$ cat src/sv/vtpg_pkg.sv
// shared types, constants and color tables of the test pattern generator
// no dependencies
`timescale 1ns / 1ps

package vtpg_pkg;

    // raster bounds
    localparam int MAX_LINE_PIXELS = 4096;
    localparam int MAX_FRAME_LINES = 4096;
    localparam int POS_W  = $clog2(MAX_LINE_PIXELS);
    localparam int ROW_W  = $clog2(MAX_FRAME_LINES);
    localparam int EDGE_W = POS_W + 1;
    // size registers as written
    localparam int SIZE_W = 13;

    // configuration port
    localparam int CFG_INDEX_W = 3;
    localparam int CFG_DATA_W  = 24;

    localparam logic [CFG_INDEX_W-1:0] CFG_PATTERN_MODE = CFG_INDEX_W'(0);
    localparam logic [CFG_INDEX_W-1:0] CFG_FRAME_WIDTH  = CFG_INDEX_W'(1);
    localparam logic [CFG_INDEX_W-1:0] CFG_FRAME_HEIGHT = CFG_INDEX_W'(2);
    localparam logic [CFG_INDEX_W-1:0] CFG_FILL_COLOR   = CFG_INDEX_W'(3);
    localparam logic [CFG_INDEX_W-1:0] CFG_ALPHA_LEVEL  = CFG_INDEX_W'(4);
    localparam logic [CFG_INDEX_W-1:0] CFG_CHECKER_SIZE = CFG_INDEX_W'(5);

    typedef enum logic [1:0] {
        MODE_SOLID   = 2'd0,
        MODE_BARS    = 2'd1,
        MODE_CHECKER = 2'd2
    } t_mode;

    // settings and bar geometry handed to the pixel path
    typedef struct packed {
        logic [1:0]                   mode;
        logic [23:0]                  fill;
        logic [7:0]                   alpha;
        logic [POS_W-1:0]             w_last;
        logic [ROW_W-1:0]             h_last;
        logic [SIZE_W-1:0]            cell_last;
        logic [ROW_W-1:0]             band2_top;
        logic [ROW_W-1:0]             band3_top;
        logic [6:0][EDGE_W-1:0]       bar_edge;
        logic [3:0][EDGE_W-1:0]       lower_edge;
        logic [EDGE_W-1:0]            pluge_mid;
        logic [EDGE_W-1:0]            pluge_high;
    } t_cfg;

    // packed rgb, red in the top byte
    localparam logic [23:0] UPPER_RGB [7] = '{
        24'hC0C0C0, 24'hC0C000, 24'h00C0C0, 24'h00C000,
        24'hC000C0, 24'hC00000, 24'h0000C0};
    localparam logic [23:0] SECOND_RGB [7] = '{
        24'h0000C0, 24'h131313, 24'hC000C0, 24'h131313,
        24'h00C0C0, 24'h131313, 24'hC0C0C0};
    localparam logic [23:0] LOWER_RGB [4] = '{
        24'h00214C, 24'hFFFFFF, 24'h32006A, 24'h131313};
    localparam logic [23:0] PLUGE_LOW_RGB  = 24'h090909;
    localparam logic [23:0] PLUGE_MID_RGB  = 24'h131313;
    localparam logic [23:0] PLUGE_HIGH_RGB = 24'h1D1D1D;
    localparam logic [23:0] GRAY_RGB       = 24'h131313;

endpackage

$ cat src/sv/vtpg_geom.sv
// configuration registers and derived bar geometry of the test pattern generator
// depends on vtpg_pkg
`timescale 1ns / 1ps

module vtpg_geom (
    input  logic                                 i_clk,
    input  logic                                 i_rst_n,
    input  logic                                 i_cfg_we,
    input  logic [vtpg_pkg::CFG_INDEX_W-1:0]     i_cfg_index,
    input  logic [vtpg_pkg::CFG_DATA_W-1:0]      i_cfg_data,
    output vtpg_pkg::t_cfg                       o_cfg
);

    localparam int POS_W  = vtpg_pkg::POS_W;
    localparam int ROW_W  = vtpg_pkg::ROW_W;
    localparam int EDGE_W = vtpg_pkg::EDGE_W;
    localparam int SIZE_W = vtpg_pkg::SIZE_W;
    localparam int BW_W   = POS_W - 2;
    localparam int SW_W   = POS_W - 4;
    localparam int H2_W   = ROW_W - 3;

    // reciprocals for division by 7, 21, 3 and 25
    localparam int BW_RECIP = 9363;
    localparam int SW_RECIP = 3121;
    localparam int H1_RECIP = 21846;
    localparam int H2_RECIP = 41944;

    localparam int RST_WIDTH   = 1920;
    localparam int RST_HEIGHT  = 1080;
    localparam int RST_CHECKER = 10;
    localparam int DEF_BW      = (RST_WIDTH + 6) / 7;
    localparam int DEF_SW      = (RST_WIDTH + 6) / 21;
    localparam int DEF_H1      = (2 * RST_HEIGHT + 2) / 3;
    localparam int DEF_H2      = (2 * RST_HEIGHT + 24) / 25;

    logic [1:0]         r_mode;
    logic [23:0]        r_fill;
    logic [7:0]         r_alpha;
    logic [POS_W-1:0]   r_w_last;
    logic [ROW_W-1:0]   r_h_last;
    logic [SIZE_W-1:0]  r_cell_last;
    logic [BW_W-1:0]    r_bw;
    logic [SW_W-1:0]    r_sw;
    logic [ROW_W-1:0]   r_h1;
    logic [H2_W-1:0]    r_h2;

    logic [6:0][EDGE_W-1:0] r_bar_edge;
    logic [3:0][EDGE_W-1:0] r_lower_edge;
    logic [EDGE_W-1:0]      r_pluge_mid;
    logic [EDGE_W-1:0]      r_pluge_high;
    logic [ROW_W-1:0]       r_band3_top;

    logic [SIZE_W-1:0]  wr_size;
    logic [POS_W:0]     eff_w;
    logic [ROW_W:0]     eff_h;
    logic [POS_W:0]     w_plus;
    logic [ROW_W+1:0]   h1_num;
    logic [ROW_W+1:0]   h2_num;
    logic [POS_W+16:0]  bw_prod;
    logic [POS_W+16:0]  sw_prod;
    logic [ROW_W+17:0]  h1_prod;
    logic [ROW_W+19:0]  h2_prod;

    logic [POS_W-1:0]   n_w_last;
    logic [ROW_W-1:0]   n_h_last;
    logic [SIZE_W-1:0]  n_cell_last;
    logic [BW_W-1:0]    n_bw;
    logic [SW_W-1:0]    n_sw;
    logic [ROW_W-1:0]   n_h1;
    logic [H2_W-1:0]    n_h2;

    logic [EDGE_W-1:0]  bw_x1;
    logic [EDGE_W-1:0]  bw_x2;
    logic [EDGE_W-1:0]  bw_x3;
    logic [EDGE_W-1:0]  bw_x4;
    logic [EDGE_W-1:0]  bw_x5;
    logic [EDGE_W-1:0]  tw;
    logic [EDGE_W-1:0]  sw_x1;

    // write side: saturate sizes, then one reciprocal multiply each
    always_comb begin
        wr_size = i_cfg_data[SIZE_W-1:0];

        if (wr_size == '0) begin
            eff_w = (POS_W+1)'(1);
        end else if (32'(wr_size) > vtpg_pkg::MAX_LINE_PIXELS) begin
            eff_w = (POS_W+1)'(vtpg_pkg::MAX_LINE_PIXELS);
        end else begin
            eff_w = (POS_W+1)'(wr_size);
        end

        if (wr_size == '0) begin
            eff_h = (ROW_W+1)'(1);
        end else if (32'(wr_size) > vtpg_pkg::MAX_FRAME_LINES) begin
            eff_h = (ROW_W+1)'(vtpg_pkg::MAX_FRAME_LINES);
        end else begin
            eff_h = (ROW_W+1)'(wr_size);
        end

        w_plus  = eff_w + (POS_W+1)'(6);
        bw_prod = (POS_W+17)'(w_plus) * (POS_W+17)'(BW_RECIP);
        sw_prod = (POS_W+17)'(w_plus) * (POS_W+17)'(SW_RECIP);
        n_bw    = bw_prod[16 +: BW_W];
        n_sw    = sw_prod[16 +: SW_W];
        n_w_last = POS_W'(eff_w - (POS_W+1)'(1));

        h1_num  = {eff_h, 1'b0} + (ROW_W+2)'(2);
        h2_num  = {eff_h, 1'b0} + (ROW_W+2)'(24);
        h1_prod = (ROW_W+18)'(h1_num) * (ROW_W+18)'(H1_RECIP);
        h2_prod = (ROW_W+20)'(h2_num) * (ROW_W+20)'(H2_RECIP);
        n_h1    = h1_prod[16 +: ROW_W];
        n_h2    = h2_prod[20 +: H2_W];
        n_h_last = ROW_W'(eff_h - (ROW_W+1)'(1));

        n_cell_last = (wr_size == '0) ? '0 : wr_size - SIZE_W'(1);
    end

    always_ff @(posedge i_clk) begin
        if (!i_rst_n) begin
            r_mode      <= vtpg_pkg::MODE_SOLID;
            r_fill      <= 24'hFF0000;
            r_alpha     <= 8'hFF;
            r_w_last    <= POS_W'(RST_WIDTH - 1);
            r_h_last    <= ROW_W'(RST_HEIGHT - 1);
            r_cell_last <= SIZE_W'(RST_CHECKER - 1);
            r_bw        <= BW_W'(DEF_BW);
            r_sw        <= SW_W'(DEF_SW);
            r_h1        <= ROW_W'(DEF_H1);
            r_h2        <= H2_W'(DEF_H2);
        end else if (i_cfg_we) begin
            case (i_cfg_index)
                vtpg_pkg::CFG_PATTERN_MODE: begin
                    r_mode <= i_cfg_data[1:0];
                end
                vtpg_pkg::CFG_FRAME_WIDTH: begin
                    r_w_last <= n_w_last;
                    r_bw     <= n_bw;
                    r_sw     <= n_sw;
                end
                vtpg_pkg::CFG_FRAME_HEIGHT: begin
                    r_h_last <= n_h_last;
                    r_h1     <= n_h1;
                    r_h2     <= n_h2;
                end
                vtpg_pkg::CFG_FILL_COLOR: begin
                    r_fill <= i_cfg_data[23:0];
                end
                vtpg_pkg::CFG_ALPHA_LEVEL: begin
                    r_alpha <= i_cfg_data[7:0];
                end
                vtpg_pkg::CFG_CHECKER_SIZE: begin
                    r_cell_last <= n_cell_last;
                end
                default: begin
                end
            endcase
        end
    end

    // second step: bar and band edges from the registered widths and heights
    always_comb begin
        bw_x1 = EDGE_W'(r_bw);
        bw_x2 = bw_x1 << 1;
        bw_x3 = bw_x2 + bw_x1;
        bw_x4 = bw_x1 << 2;
        bw_x5 = bw_x4 + bw_x1;
        tw    = (bw_x4 + bw_x1 + EDGE_W'(2)) >> 2;
        sw_x1 = EDGE_W'(r_sw);
    end

    always_ff @(posedge i_clk) begin
        r_bar_edge[0]   <= bw_x1;
        r_bar_edge[1]   <= bw_x2;
        r_bar_edge[2]   <= bw_x3;
        r_bar_edge[3]   <= bw_x4;
        r_bar_edge[4]   <= bw_x5;
        r_bar_edge[5]   <= bw_x3 << 1;
        r_bar_edge[6]   <= (bw_x1 << 3) - bw_x1;
        r_lower_edge[0] <= tw;
        r_lower_edge[1] <= tw << 1;
        r_lower_edge[2] <= (tw << 1) + tw;
        r_lower_edge[3] <= tw << 2;
        r_pluge_mid     <= bw_x5 + sw_x1;
        r_pluge_high    <= bw_x5 + (sw_x1 << 1);
        r_band3_top     <= r_h1 + ROW_W'(r_h2);
    end

    always_comb begin
        o_cfg.mode       = r_mode;
        o_cfg.fill       = r_fill;
        o_cfg.alpha      = r_alpha;
        o_cfg.w_last     = r_w_last;
        o_cfg.h_last     = r_h_last;
        o_cfg.cell_last  = r_cell_last;
        o_cfg.band2_top  = r_h1;
        o_cfg.band3_top  = r_band3_top;
        o_cfg.bar_edge   = r_bar_edge;
        o_cfg.lower_edge = r_lower_edge;
        o_cfg.pluge_mid  = r_pluge_mid;
        o_cfg.pluge_high = r_pluge_high;
    end

endmodule

$ cat src/sv/video_test_pattern_generator.sv
// top level of the raster test pattern generator: scan counters, pixel pipeline
// depends on vtpg_pkg and vtpg_geom
`timescale 1ns / 1ps

// Usage
// - each request on the input channel (i_in_valid / o_in_stall) is one pixel
//   strobe; i_restart_frame marks pixel (0,0) and clears the scan position
// - each request on the output channel (o_out_valid / i_out_stall) carries
//   that pixel's rgba plus end of line and end of frame marks, in order
// - one pixel per clock sustained while the receiver does not stall; a taken
//   request passes the scan register, then the color register, to the output
// - the rate is set by the two-register pixel pipeline; bar edges are
//   divided out once, when a size register is written
// - configuration is a plain write port (i_cfg_we, i_cfg_index, i_cfg_data);
//   the user writes it only while no pixel is in flight; the block does not enforce it
// - reset: scan position and checker state go to zero, settings to solid
//   red, 1920x1080, alpha 255, checker cell 10, and the pipeline empties
// - while the receiver stalls, the output holds; the first stage takes a
//   request while it is empty or the output can load, so o_in_stall is up
//   only while both registers hold a pixel and the receiver stalls
module video_test_pattern_generator (
    input  logic                                 i_clk,
    input  logic                                 i_rst_n,
    input  logic                                 i_cfg_we,
    input  logic [vtpg_pkg::CFG_INDEX_W-1:0]     i_cfg_index,
    input  logic [vtpg_pkg::CFG_DATA_W-1:0]      i_cfg_data,
    input  logic                                 i_in_valid,
    output logic                                 o_in_stall,
    input  logic                                 i_restart_frame,
    output logic                                 o_out_valid,
    input  logic                                 i_out_stall,
    output logic [7:0]                           o_red,
    output logic [7:0]                           o_green,
    output logic [7:0]                           o_blue,
    output logic [7:0]                           o_alpha_out,
    output logic                                 o_end_of_line,
    output logic                                 o_end_of_frame
);

    localparam int POS_W  = vtpg_pkg::POS_W;
    localparam int ROW_W  = vtpg_pkg::ROW_W;
    localparam int EDGE_W = vtpg_pkg::EDGE_W;

    // bar index codes with a meaning of their own
    localparam logic [2:0] PLUGE_BAR = 3'd5;
    localparam logic [2:0] GRAY_BAR  = 3'd6;
    localparam logic [2:0] NO_BAR    = 3'd7;

    vtpg_pkg::t_cfg cfg;

    // scan state
    logic [POS_W-1:0] r_col;
    logic [ROW_W-1:0] r_row;
    logic [POS_W-1:0] r_ccnt;
    logic [ROW_W-1:0] r_rcnt;
    logic             r_cpar;
    logic             r_rpar;

    // first stage: position of the pixel
    logic             r_s1_valid;
    logic [POS_W-1:0] r_s1_col;
    logic [ROW_W-1:0] r_s1_row;
    logic             r_s1_par;
    logic             r_s1_eol;
    logic             r_s1_eof;

    // output stage
    logic             r_out_valid;
    logic [23:0]      r_rgb;
    logic [7:0]       r_alpha;
    logic             r_eol;
    logic             r_eof;

    logic             out_load;
    logic             in_take;

    logic [POS_W-1:0] p_col;
    logic [ROW_W-1:0] p_row;
    logic [POS_W-1:0] p_ccnt;
    logic [ROW_W-1:0] p_rcnt;
    logic             p_cpar;
    logic             p_rpar;
    logic             eol;
    logic             eof;
    logic [POS_W-1:0] n_col;
    logic [ROW_W-1:0] n_row;
    logic [POS_W-1:0] n_ccnt;
    logic [ROW_W-1:0] n_rcnt;
    logic             n_cpar;
    logic             n_rpar;

    logic [EDGE_W-1:0] x;
    logic [2:0]        bar_idx;
    logic [1:0]        lower_idx;
    logic              bars_paint;
    logic [23:0]       bars_rgb;
    logic              in_frame;
    logic [23:0]       n_rgb;
    logic [7:0]        n_alpha;

    vtpg_geom u_geom (
        .i_clk       (i_clk),
        .i_rst_n     (i_rst_n),
        .i_cfg_we    (i_cfg_we),
        .i_cfg_index (i_cfg_index),
        .i_cfg_data  (i_cfg_data),
        .o_cfg       (cfg)
    );

    // pipeline flow: output loads when empty or taken, scan stage follows
    assign out_load   = !r_out_valid || !i_out_stall;
    assign o_in_stall = r_s1_valid && !out_load;
    assign in_take    = i_in_valid && !o_in_stall;

    // scan position of this pixel and the position of the next one
    always_comb begin
        p_col  = i_restart_frame ? '0 : r_col;
        p_row  = i_restart_frame ? '0 : r_row;
        p_ccnt = i_restart_frame ? '0 : r_ccnt;
        p_rcnt = i_restart_frame ? '0 : r_rcnt;
        p_cpar = i_restart_frame ? 1'b0 : r_cpar;
        p_rpar = i_restart_frame ? 1'b0 : r_rpar;

        // past the last column or row also ends it, after a size change
        eol = p_col >= cfg.w_last;
        eof = eol && (p_row >= cfg.h_last);

        n_col  = p_col;
        n_row  = p_row;
        n_ccnt = p_ccnt;
        n_rcnt = p_rcnt;
        n_cpar = p_cpar;
        n_rpar = p_rpar;

        if (eol) begin
            n_col  = '0;
            n_ccnt = '0;
            n_cpar = 1'b0;
            if (eof) begin
                n_row  = '0;
                n_rcnt = '0;
                n_rpar = 1'b0;
            end else begin
                n_row = p_row + ROW_W'(1);
                if (32'(p_rcnt) >= 32'(cfg.cell_last)) begin
                    n_rcnt = '0;
                    n_rpar = !p_rpar;
                end else begin
                    n_rcnt = p_rcnt + ROW_W'(1);
                end
            end
        end else begin
            n_col = p_col + POS_W'(1);
            if (32'(p_ccnt) >= 32'(cfg.cell_last)) begin
                n_ccnt = '0;
                n_cpar = !p_cpar;
            end else begin
                n_ccnt = p_ccnt + POS_W'(1);
            end
        end
    end

    always_ff @(posedge i_clk) begin
        if (!i_rst_n) begin
            r_col       <= '0;
            r_row       <= '0;
            r_ccnt      <= '0;
            r_rcnt      <= '0;
            r_cpar      <= 1'b0;
            r_rpar      <= 1'b0;
            r_s1_valid  <= 1'b0;
            r_out_valid <= 1'b0;
        end else begin
            if (in_take) begin
                r_col  <= n_col;
                r_row  <= n_row;
                r_ccnt <= n_ccnt;
                r_rcnt <= n_rcnt;
                r_cpar <= n_cpar;
                r_rpar <= n_rpar;
            end
            if (!o_in_stall) begin
                r_s1_valid <= in_take;
            end
            if (out_load) begin
                r_out_valid <= r_s1_valid;
            end
        end
    end

    always_ff @(posedge i_clk) begin
        if (in_take) begin
            r_s1_col <= p_col;
            r_s1_row <= p_row;
            r_s1_par <= p_cpar ^ p_rpar;
            r_s1_eol <= eol;
            r_s1_eof <= eof;
        end
    end

    // bar pattern: parallel compares against the precomputed edges
    always_comb begin
        x = EDGE_W'(r_s1_col);

        bar_idx = 3'd0;
        for (int k = 0; k < 7; k++) begin
            if (x >= cfg.bar_edge[k[2:0]]) begin
                bar_idx = 3'(k + 1);
            end
        end

        lower_idx = 2'd0;
        for (int k = 0; k < 3; k++) begin
            if (x >= cfg.lower_edge[k[1:0]]) begin
                lower_idx = 2'(k + 1);
            end
        end

        bars_paint = 1'b0;
        bars_rgb   = '0;
        if (r_s1_row < cfg.band2_top) begin
            if (bar_idx != NO_BAR) begin
                bars_paint = 1'b1;
                bars_rgb   = vtpg_pkg::UPPER_RGB[bar_idx];
            end
        end else if (r_s1_row < cfg.band3_top) begin
            if (bar_idx != NO_BAR) begin
                bars_paint = 1'b1;
                bars_rgb   = vtpg_pkg::SECOND_RGB[bar_idx];
            end
        end else if (x < cfg.lower_edge[3]) begin
            // lower bars win over the pluge cell
            bars_paint = 1'b1;
            bars_rgb   = vtpg_pkg::LOWER_RGB[lower_idx];
        end else if (bar_idx == PLUGE_BAR) begin
            bars_paint = 1'b1;
            if (x < cfg.pluge_mid) begin
                bars_rgb = vtpg_pkg::PLUGE_LOW_RGB;
            end else if (x < cfg.pluge_high) begin
                bars_rgb = vtpg_pkg::PLUGE_MID_RGB;
            end else begin
                bars_rgb = vtpg_pkg::PLUGE_HIGH_RGB;
            end
        end else if (bar_idx == GRAY_BAR) begin
            bars_paint = 1'b1;
            bars_rgb   = vtpg_pkg::GRAY_RGB;
        end
    end

    // mode select; pixels outside the frame stay transparent black
    always_comb begin
        in_frame = (r_s1_col <= cfg.w_last) && (r_s1_row <= cfg.h_last);
        n_rgb    = '0;
        n_alpha  = '0;
        if (in_frame) begin
            case (cfg.mode)
                vtpg_pkg::MODE_SOLID: begin
                    n_rgb   = cfg.fill;
                    n_alpha = cfg.alpha;
                end
                vtpg_pkg::MODE_BARS: begin
                    if (bars_paint) begin
                        n_rgb   = bars_rgb;
                        n_alpha = cfg.alpha;
                    end
                end
                vtpg_pkg::MODE_CHECKER: begin
                    n_rgb   = r_s1_par ? cfg.fill : '0;
                    n_alpha = cfg.alpha;
                end
                default: begin
                end
            endcase
        end
    end

    always_ff @(posedge i_clk) begin
        if (out_load && r_s1_valid) begin
            r_rgb   <= n_rgb;
            r_alpha <= n_alpha;
            r_eol   <= r_s1_eol;
            r_eof   <= r_s1_eof;
        end
    end

    assign o_out_valid    = r_out_valid;
    assign o_red          = r_rgb[23:16];
    assign o_green        = r_rgb[15:8];
    assign o_blue         = r_rgb[7:0];
    assign o_alpha_out    = r_alpha;
    assign o_end_of_line  = r_eol;
    assign o_end_of_frame = r_eof;

endmodule

$ cat config.mk
export PLATFORM = sky130hd
export DESIGN_NAME = video_test_pattern_generator
export DESIGN_NICKNAME = d
export VERILOG_FILES = /design/src/sv/vtpg_pkg.sv /design/src/sv/vtpg_geom.sv /design/src/sv/video_test_pattern_generator.sv
export SDC_FILE = /design/constraint.sdc
export NUM_CORES = 1
export LEC_CHECK = 0
export BUFFER_PORTS_ARGS = -buffer_cell sky130_fd_sc_hd__buf_2
export CAP_MARGIN = 20
export CORE_MARGIN = 5
export CORE_UTILIZATION = 35
export DETAILED_ROUTE_END_ITERATION = 10
export PLACE_DENSITY_LB_ADDON = 0.25
export SYNTH_ARGS = -nofsm -noshare
export SYNTH_HDL_FRONTEND = slang
export SYNTH_SLANG_ARGS = --single-unit
$ cat constraint.sdc
create_clock -name i_clk -period 8.1 [get_ports i_clk]
set_clock_uncertainty 0.15 [all_clocks]
set_input_delay 1.215 -clock i_clk [delete_from_list [all_inputs] [get_ports i_clk]]
set_output_delay 1.215 -clock i_clk [all_outputs]
set_load 0.05 [all_outputs]
==> results.toml, run 1 <==
[outcome]
status = "finished, final reports clean"

[routing]
avgRoutedWirePerCell_um = 17.4
dr_total_vias = 23800
via_per_inst = 5.01
totalWireLength_mm = 82.6
drtPass1Iterations = 5
postRouteAntennaNets = 0
drc_errors = 0
drt_iter0_markers = 1288

[run]
maxCapViolCount = 0

[power_and_ir_drop]
p_per_area_mw_per_mm2 = 212
power.switching_mw = 2.87
sequentialPowerShare_pct = 25.9
swShare_pct = 39.5
ir_drop_mv = 0.280
power_leakage_nw = 16.9
combPwrFrac_pct = 51.2
clockPowerShare_pct = 22.9
intPower_mw = 4.41
finalPower_mw = 7.28

[timing]
finalWorstSetupSlack_ns = 0.494
slew_headroom_pct = 26.6
hold_viol_final = 0
period_minus_slack_ns = 7.61
finalCritPeriodShare_pct = 93.9
setup_violations = 0
worst_pin_slew_ns = 1.10
rsz0062_at_grt = "no"
fmax_mhz = 131
drv_slew = 0

[yosys]
ys_ff_latch = 326
synth_enable_flop_cells = 61
yosys.area.top_type_share_pct = 25.7
synthesis.nets = 4245
ys.flop_type = "dfxtp_1"
syn-instance-count = 3429
synth.area.top_cells = "ha_1 (26%), dfxtp_1 (17%), fa_1 (10%), inv_1 (6.4%), edfxtp_1 (6.0%)"
yosysWarnings = 0
ys_seq_area_share_pct = 23.3
yosys.area.top_type = "ha_1"
async_reset_ff_share_pct = 0
synthDistinctLibCells = 85
synth_area_mm2 = 0.0306
syn_area_per_cell_um2 = 8.92

[layout]
final_common_cell = "ha_1"
final_area_mm2 = 0.0343
nets = 4396
layout_common_cells = "ha_1 (628), inv_1 (521), nand2_1 (266)"
areaGrowthSynthToFinish_pct = 12.2
fin_util_pct = 39.6
post_route_cells_drive_above_1_share_pct = 8.46

[global_routing]
grt_pass1_vias = 23300
grt-ovfl-total = 0
grt_usage_pct = 17.4
grt_max_degree = 70
antenna_found_initial = 8
grt_pass1_wl_mm = 131

[clock_tree]
hold_buffers = 0
cts_resized = 0
cts_root_buf = "clkbuf_16"
clock_tree.buffer_depth = 3
cts_tree = "done"
cts_buffers = 36
cts_num_sinks = 326
clock_latency_ns = 0.53
clkTransAtPathRegs_ns = 0.06
htree_levels = 2
cts_setup_buffers = 0

[setup_path]
worstSetupStartpointType = "input pin"
reg2reg_depth = 16
r2r_setup_slack_ns = 3.46
critPathRequiredTime_ns = 8.33
r2r_start = "u_geom.r_bw[2]$_SDFFE_PN0P_"
crit_start = "i_cfg_data[8]"
cp_max_fo = 3
worstReg2RegEnd = "u_geom.o_cfg[63]$_DFF_P_"
critPathArrivalTime_ns = 7.83
cp-endpoint = "u_geom.r_h1[7]$_SDFFE_PN1P_"
path_class = "in2reg"
worst_setup_path_end_kind = "flop"

[hold_path]
hp-class = "reg2reg"

[placement]
postPlaceCellArea_mm2 = 0.0331
hpwl_mm = 66.7
finalWeightedCongestion = 0.899
port_buffers = 68
dp_slack_ns = -0.0794

[floorplan]
core-area_mm2 = 0.0868
die_height_um = 306
rows = 108
initial_core_util_pct = 35.3
die-area_mm2 = 0.0934
ioPinCount = 69
die_w_um = 306
## worst max-delay path: stages
cell	delay [ns]
buf_2	0.12
or4_1	0.63
o31ai_4	0.33
nand3_4	0.13
inv_6	0.07
ha_1	0.16
and3_1	0.20
nand4_1	0.20
xor2_2	0.21
ha_1	0.32
ha_1	0.31
inv_1	0.06
fa_1	0.57
inv_1	0.07
fa_1	0.53
inv_1	0.05
fa_1	0.51
fa_1	0.52
inv_1	0.04
ha_1	0.30
and3_1	0.22
a211oi_2	0.24
a31oi_2	0.17
a21oi_2	0.20
inv_1	0.05
a21oi_1	0.16
xor2_1	0.15
o21ai_0	0.07
## registers in the layout, summed over array words and instances (netlist names), 13 cells and up
signal and cells:
u_geom.r_pluge_mid 13, u_geom.r_fill 24, u_geom.o_cfg 66, u_geom.r_cell_last 13, r_rgb 24
## per-layer routing
metal	vias up	wire, um	global-route usage [%]
met4	4	1530	3.48
met2	493	35600	27.3
met3	90	4410	2.73
met5	-	27	0
li1	12100	-	-
met1	11100	41000	25.5
## cells in the mapped netlist (all sizes together) (10+ instances only)
cell and number:
nor4 13, edfxtp 61, nand4 33, o211ai 52, and2 18, inv 525
a22oi 15, xor2 62, nor2 159, o21ai 117, nand2b 28, a21oi 217
nand3b 11, a311oi 10, buf 13, and3 40, o21bai 14, o21a 41
nand2 266, nand3 82, a211oi 26, dfxtp 265, o22ai 10, clkbuf 75
a31oi 19, or4 10, ha 628, a21boi 15, a21o 69, fa 155
nor3 48, xnor2 106, o31ai 15, or3 18, nor2b 78
## cell families (layout without fill, tap and decap cells)
kind of cell | Yosys count | in the layout | share of synthesized area, %
flip-flops | 326 | 326 | 23.3
adder cells (fa/ha/maj) | 783 | 783 | 35.8
XOR/XNOR | 168 | 168 | 4.83
AO/OA/AOI/OAI | 693 | 693 | 14.7
buffers and inverters | 614 | 790 | 7.56
other | 0 | 1 | 0
multiplexers | 4 | 4 | 0.131
AND/OR/NAND/NOR | 841 | 841 | 13.6
## power groups by stage
stage	registers [mW]	logic, mW	clock network [mW]
global route	1.90	4.33	1.78
detailed placement	1.92	3.75	0
CTS	1.88	3.79	1.72
global placement	1.92	3.74	0
finish	1.88	3.73	1.67
floorplan	1.93	2.61	0
## area by class of cell
type                            instances  area (um^2)
Fill cell                            8811        52400
Antenna cell                            1         2.50
Tap cell                             1155         1450
Inverter                              526         1980
Timing Repair Buffer                  201         1340
Clock buffer                           49         1010
Multi-Input combinational cell       2489        21300
Sequential cell                       326         7140
Clock inverter                         14          166
## worst min-delay path by stage
stage	from	endpoint	slack, ns	depth (start not counted)
final	r_s1_eol$_DFFE_PP_	o_end_of_line$_DFFE_PP_	0.27	0
after global routing	r_s1_eol$_DFFE_PP_	o_end_of_line$_DFFE_PP_	0.29	0
after CTS	r_s1_eol$_DFFE_PP_	o_end_of_line$_DFFE_PP_	0.27	0
after detailed placement	r_s1_eof$_DFFE_PP_	o_end_of_frame$_DFFE_PP_	0.26	0
after global placement	r_s1_eof$_DFFE_PP_	o_end_of_frame$_DFFE_PP_	0.25	0
after floorplan	r_s1_eof$_DFFE_PP_	o_end_of_frame$_DFFE_PP_	0.25	0
## stage by stage
stage          hold slack, ns  cells  setup TNS, ns
4_1_cts                 0.273   4759              0
3_3_place_gp            0.255   4696              0
6_report                0.270   4761              0
3_5_place_dp            0.260   4696         -0.324
2_1_floorplan           0.250   3429              0
5_1_grt                 0.285   4760              0
No activity file was read; power rests on OpenSTA's default activity.
==> inputs of run 2 (changes only) <==
--- a/config.mk
+++ b/config.mk
@@ -11,6 +11,8 @@
 export CORE_UTILIZATION = 35
 export DETAILED_ROUTE_END_ITERATION = 10
 export PLACE_DENSITY_LB_ADDON = 0.25
+export RECOVER_POWER = 25
 export SYNTH_ARGS = -nofsm -noshare
 export SYNTH_HDL_FRONTEND = slang
+export SYNTH_HIERARCHICAL = 1
 export SYNTH_SLANG_ARGS = --single-unit
==> run 2 against run 1 <==
Against the previous run: the run now ends with max-capacitance violations, max-slew violations left; largest cell class unchanged; count of clock-buffer cells in the layout increased by 9; critical path type unchanged; critical path depth down 3; sequential share of layout area down 0.56 points.
==> results.toml, run 2 <==
[setup_path]
worst_setup_path_end_kind = "flop"
cp_max_fo = 6
worstSetupStartpointType = "input pin"
critical_path.top_delay_family = "adder cells"
path_class = "in2reg"
cp_num_buf_inv = 4
slowest_stage = "fa_1"
critPathRequiredTime_ns = 8.46
critPathArrivalTime_ns = 8.11
cp_slowest_stage_delay_ns = 0.55
crit_path_frequent_cell = "fa_1"

[global_routing]
grt_pass1_wl_mm = 138
grt_usage_pct = 17.6
grt_pass1_vias = 24500
antenna_found_initial = 6
grt_max_degree = 85
grt-ovfl-total = 0

[floorplan]
core-area_mm2 = 0.0903
initial_core_util_pct = 35.4
ioPinCount = 69
die_w_um = 312
die_height_um = 312
die-area_mm2 = 0.0974
rows = 110

[timing]
finalSetupTns_ns = 0
fmax_mhz = 129
period_minus_slack_ns = 7.76
rsz0062_at_grt = "no"
finalWorstSetupSlack_ns = 0.342
slew_headroom_pct = -85.0
hold_viol_final = 0
setup_violations = 0
worst_pin_slew_ns = 2.77
finalCritPeriodShare_pct = 95.8
drv_slew = 197

[clock_tree]
clkTransAtPathRegs_ns = 0.06
cts_root_buf = "clkbuf_16"
cts_buffers = 39
cts_num_sinks = 326
cts_setup_buffers = 0
htree_levels = 2
clock_tree.buffer_depth = 3
clock_latency_ns = 0.58
cts_tree = "done"
cts_resized = 0
hold_buffers = 0

[placement]
port_buffers = 68
placedCellCount = 4876
hpwl_mm = 69.7
finalWeightedCongestion = 0.879
dp_slack_ns = -0.210

[layout]
largest_reg_flops = 65
nets = 4575
layout_common_cells = "ha_1 (641), inv_1 (591), nand2_1 (289)"
post_route_cells_drive_above_1_share_pct = 8.14
areaGrowthSynthToFinish_pct = 10.5
instances_no_fill = 4949
final_common_cell = "ha_1"

[yosys]
synth_most_common_cell = "ha_1"
syn-instance-count = 3645
synth.area.top_cells = "ha_1 (25%), dfxtp_1 (17%), fa_1 (9.7%), inv_1 (7.0%), edfxtp_1 (5.7%)"
ys_ff_latch = 326
synthDistinctLibCells = 87
ys.flop_type = "dfxtp_1"
yosys.area.top_type = "ha_1"
async_reset_ff_share_pct = 0
synth_enable_flop_cells = 61
yosys.area.top_type_share_pct = 25.3
ys_seq_area_share_pct = 22.4
synth_commonest_cells = "ha_1 (646), inv_1 (594), nand2_1 (291)"
yosysWarnings = 6
syn_area_per_cell_um2 = 8.76
synth_area_mm2 = 0.0319

[hold_path]
hp-class = "reg2reg"

[routing]
drtPass1Iterations = 5
avgRoutedWirePerCell_um = 17.5
drt_iter0_markers = 1626
postRouteAntennaNets = 0
totalWireLength_mm = 86.7
drc_errors = 0
via_per_inst = 5.01
dr_total_vias = 24800

[power_and_ir_drop]
swShare_pct = 40.0
combPwrFrac_pct = 50.1
p_per_area_mw_per_mm2 = 207
clockPowerShare_pct = 23.8
ir_drop_mv = 0.158
sequentialPowerShare_pct = 26.1
finalPower_mw = 7.30
intPower_mw = 4.38
power.switching_mw = 2.92
power_leakage_nw = 17.5

[run]
maxCapViolCount = 4

[outcome]
status = "finished, violations left"
violations = "max-capacitance violations, max-slew violations"
==> run 2: changes by cell type after synthesis, moves of 12 or more <==
cell      change
a21boi_0     +21
a21oi_1      -42
and2_1       +24
and3_1       -14
buf_4        +77
ha_1         +18
inv_1        +70
nand2_1      +25
nand3_1      +20
nor2b_1      +12
o21a_1       -16
o21ai_0      +26
==> run 2: path summary, 6_finish.rpt <==
kind                               start                            to  slack, ns  cells past startpoint
max reg2reg  u_geom/r_bw[1]$_SDFFE_PN1P_      u_geom/o_cfg[63]$_DFF_P_       3.43                     15
min                   r_s1_eol$_DFFE_PP_       o_end_of_line$_DFFE_PP_       0.27                      0
min reg2reg           r_s1_eol$_DFFE_PP_       o_end_of_line$_DFFE_PP_       0.27                      0
max                        i_cfg_data[9]  u_geom/r_h1[11]$_SDFFE_PN0P_       0.34                     25
==> run 2: cells by family (layout without fill, tap and decap cells) <==
kind of cell    after synthesis  count (layout)  share of synthesized area, %
flops                       326             326                          22.4
fa+ha+maj                   801             801                          35.0
simple gates                912             912                          14.1
xor+xnor                    153             153                          4.20
buf+inv                     759             869                          9.91
other cells                   1              19                        0.0117
compound gates              685             685                          14.1
mux                           8               8                         0.263
==> run 2: power groups by stage <==
stage	logic [mW]	clock network [mW]	registers (mW)
after global placement	3.64	0	1.94
after floorplan	2.68	0	1.94
after CTS	3.70	1.78	1.91
after global routing	4.24	1.85	1.92
after detailed placement	3.66	0	1.94
final	3.66	1.74	1.91
==> run 2: metal layers <==
metal  share of wire [%]  routed length [um]  vias to the layer above  GRT usage [%]
met5               0.031                  27                        -              0
li1                    -                   -                    12600              -
met3                 5.1                4460                       84           2.48
met1                  49               42500                    11700           25.4
met4                 1.7                1460                        4           3.40
met2                  44               38200                      469           28.4
==> run 2: layout make-up <==
cell class | instances | area (um^2)
fillers | 9257 | 55000
repair buffers | 202 | 1330
flip-flops and latches | 326 | 7140
clock inverters | 13 | 116
multi-input cells | 2576 | 21800
inverters | 596 | 2240
diodes | 2 | 5.00
clock buffers | 58 | 1140
well taps | 1176 | 1470
==> run 2: through the flow <==
step | util (%) | instance area [um^2] | hold slack [ns]
6_report | 39.1 | 35300 | 0.271
4_1_cts | 39.1 | 35300 | 0.271
5_1_grt | 39.1 | 35300 | 0.292
3_3_place_gp | 37.7 | 34000 | 0.251
3_5_place_dp | 37.7 | 34000 | 0.257
2_1_floorplan | - | 32100 | 0.250
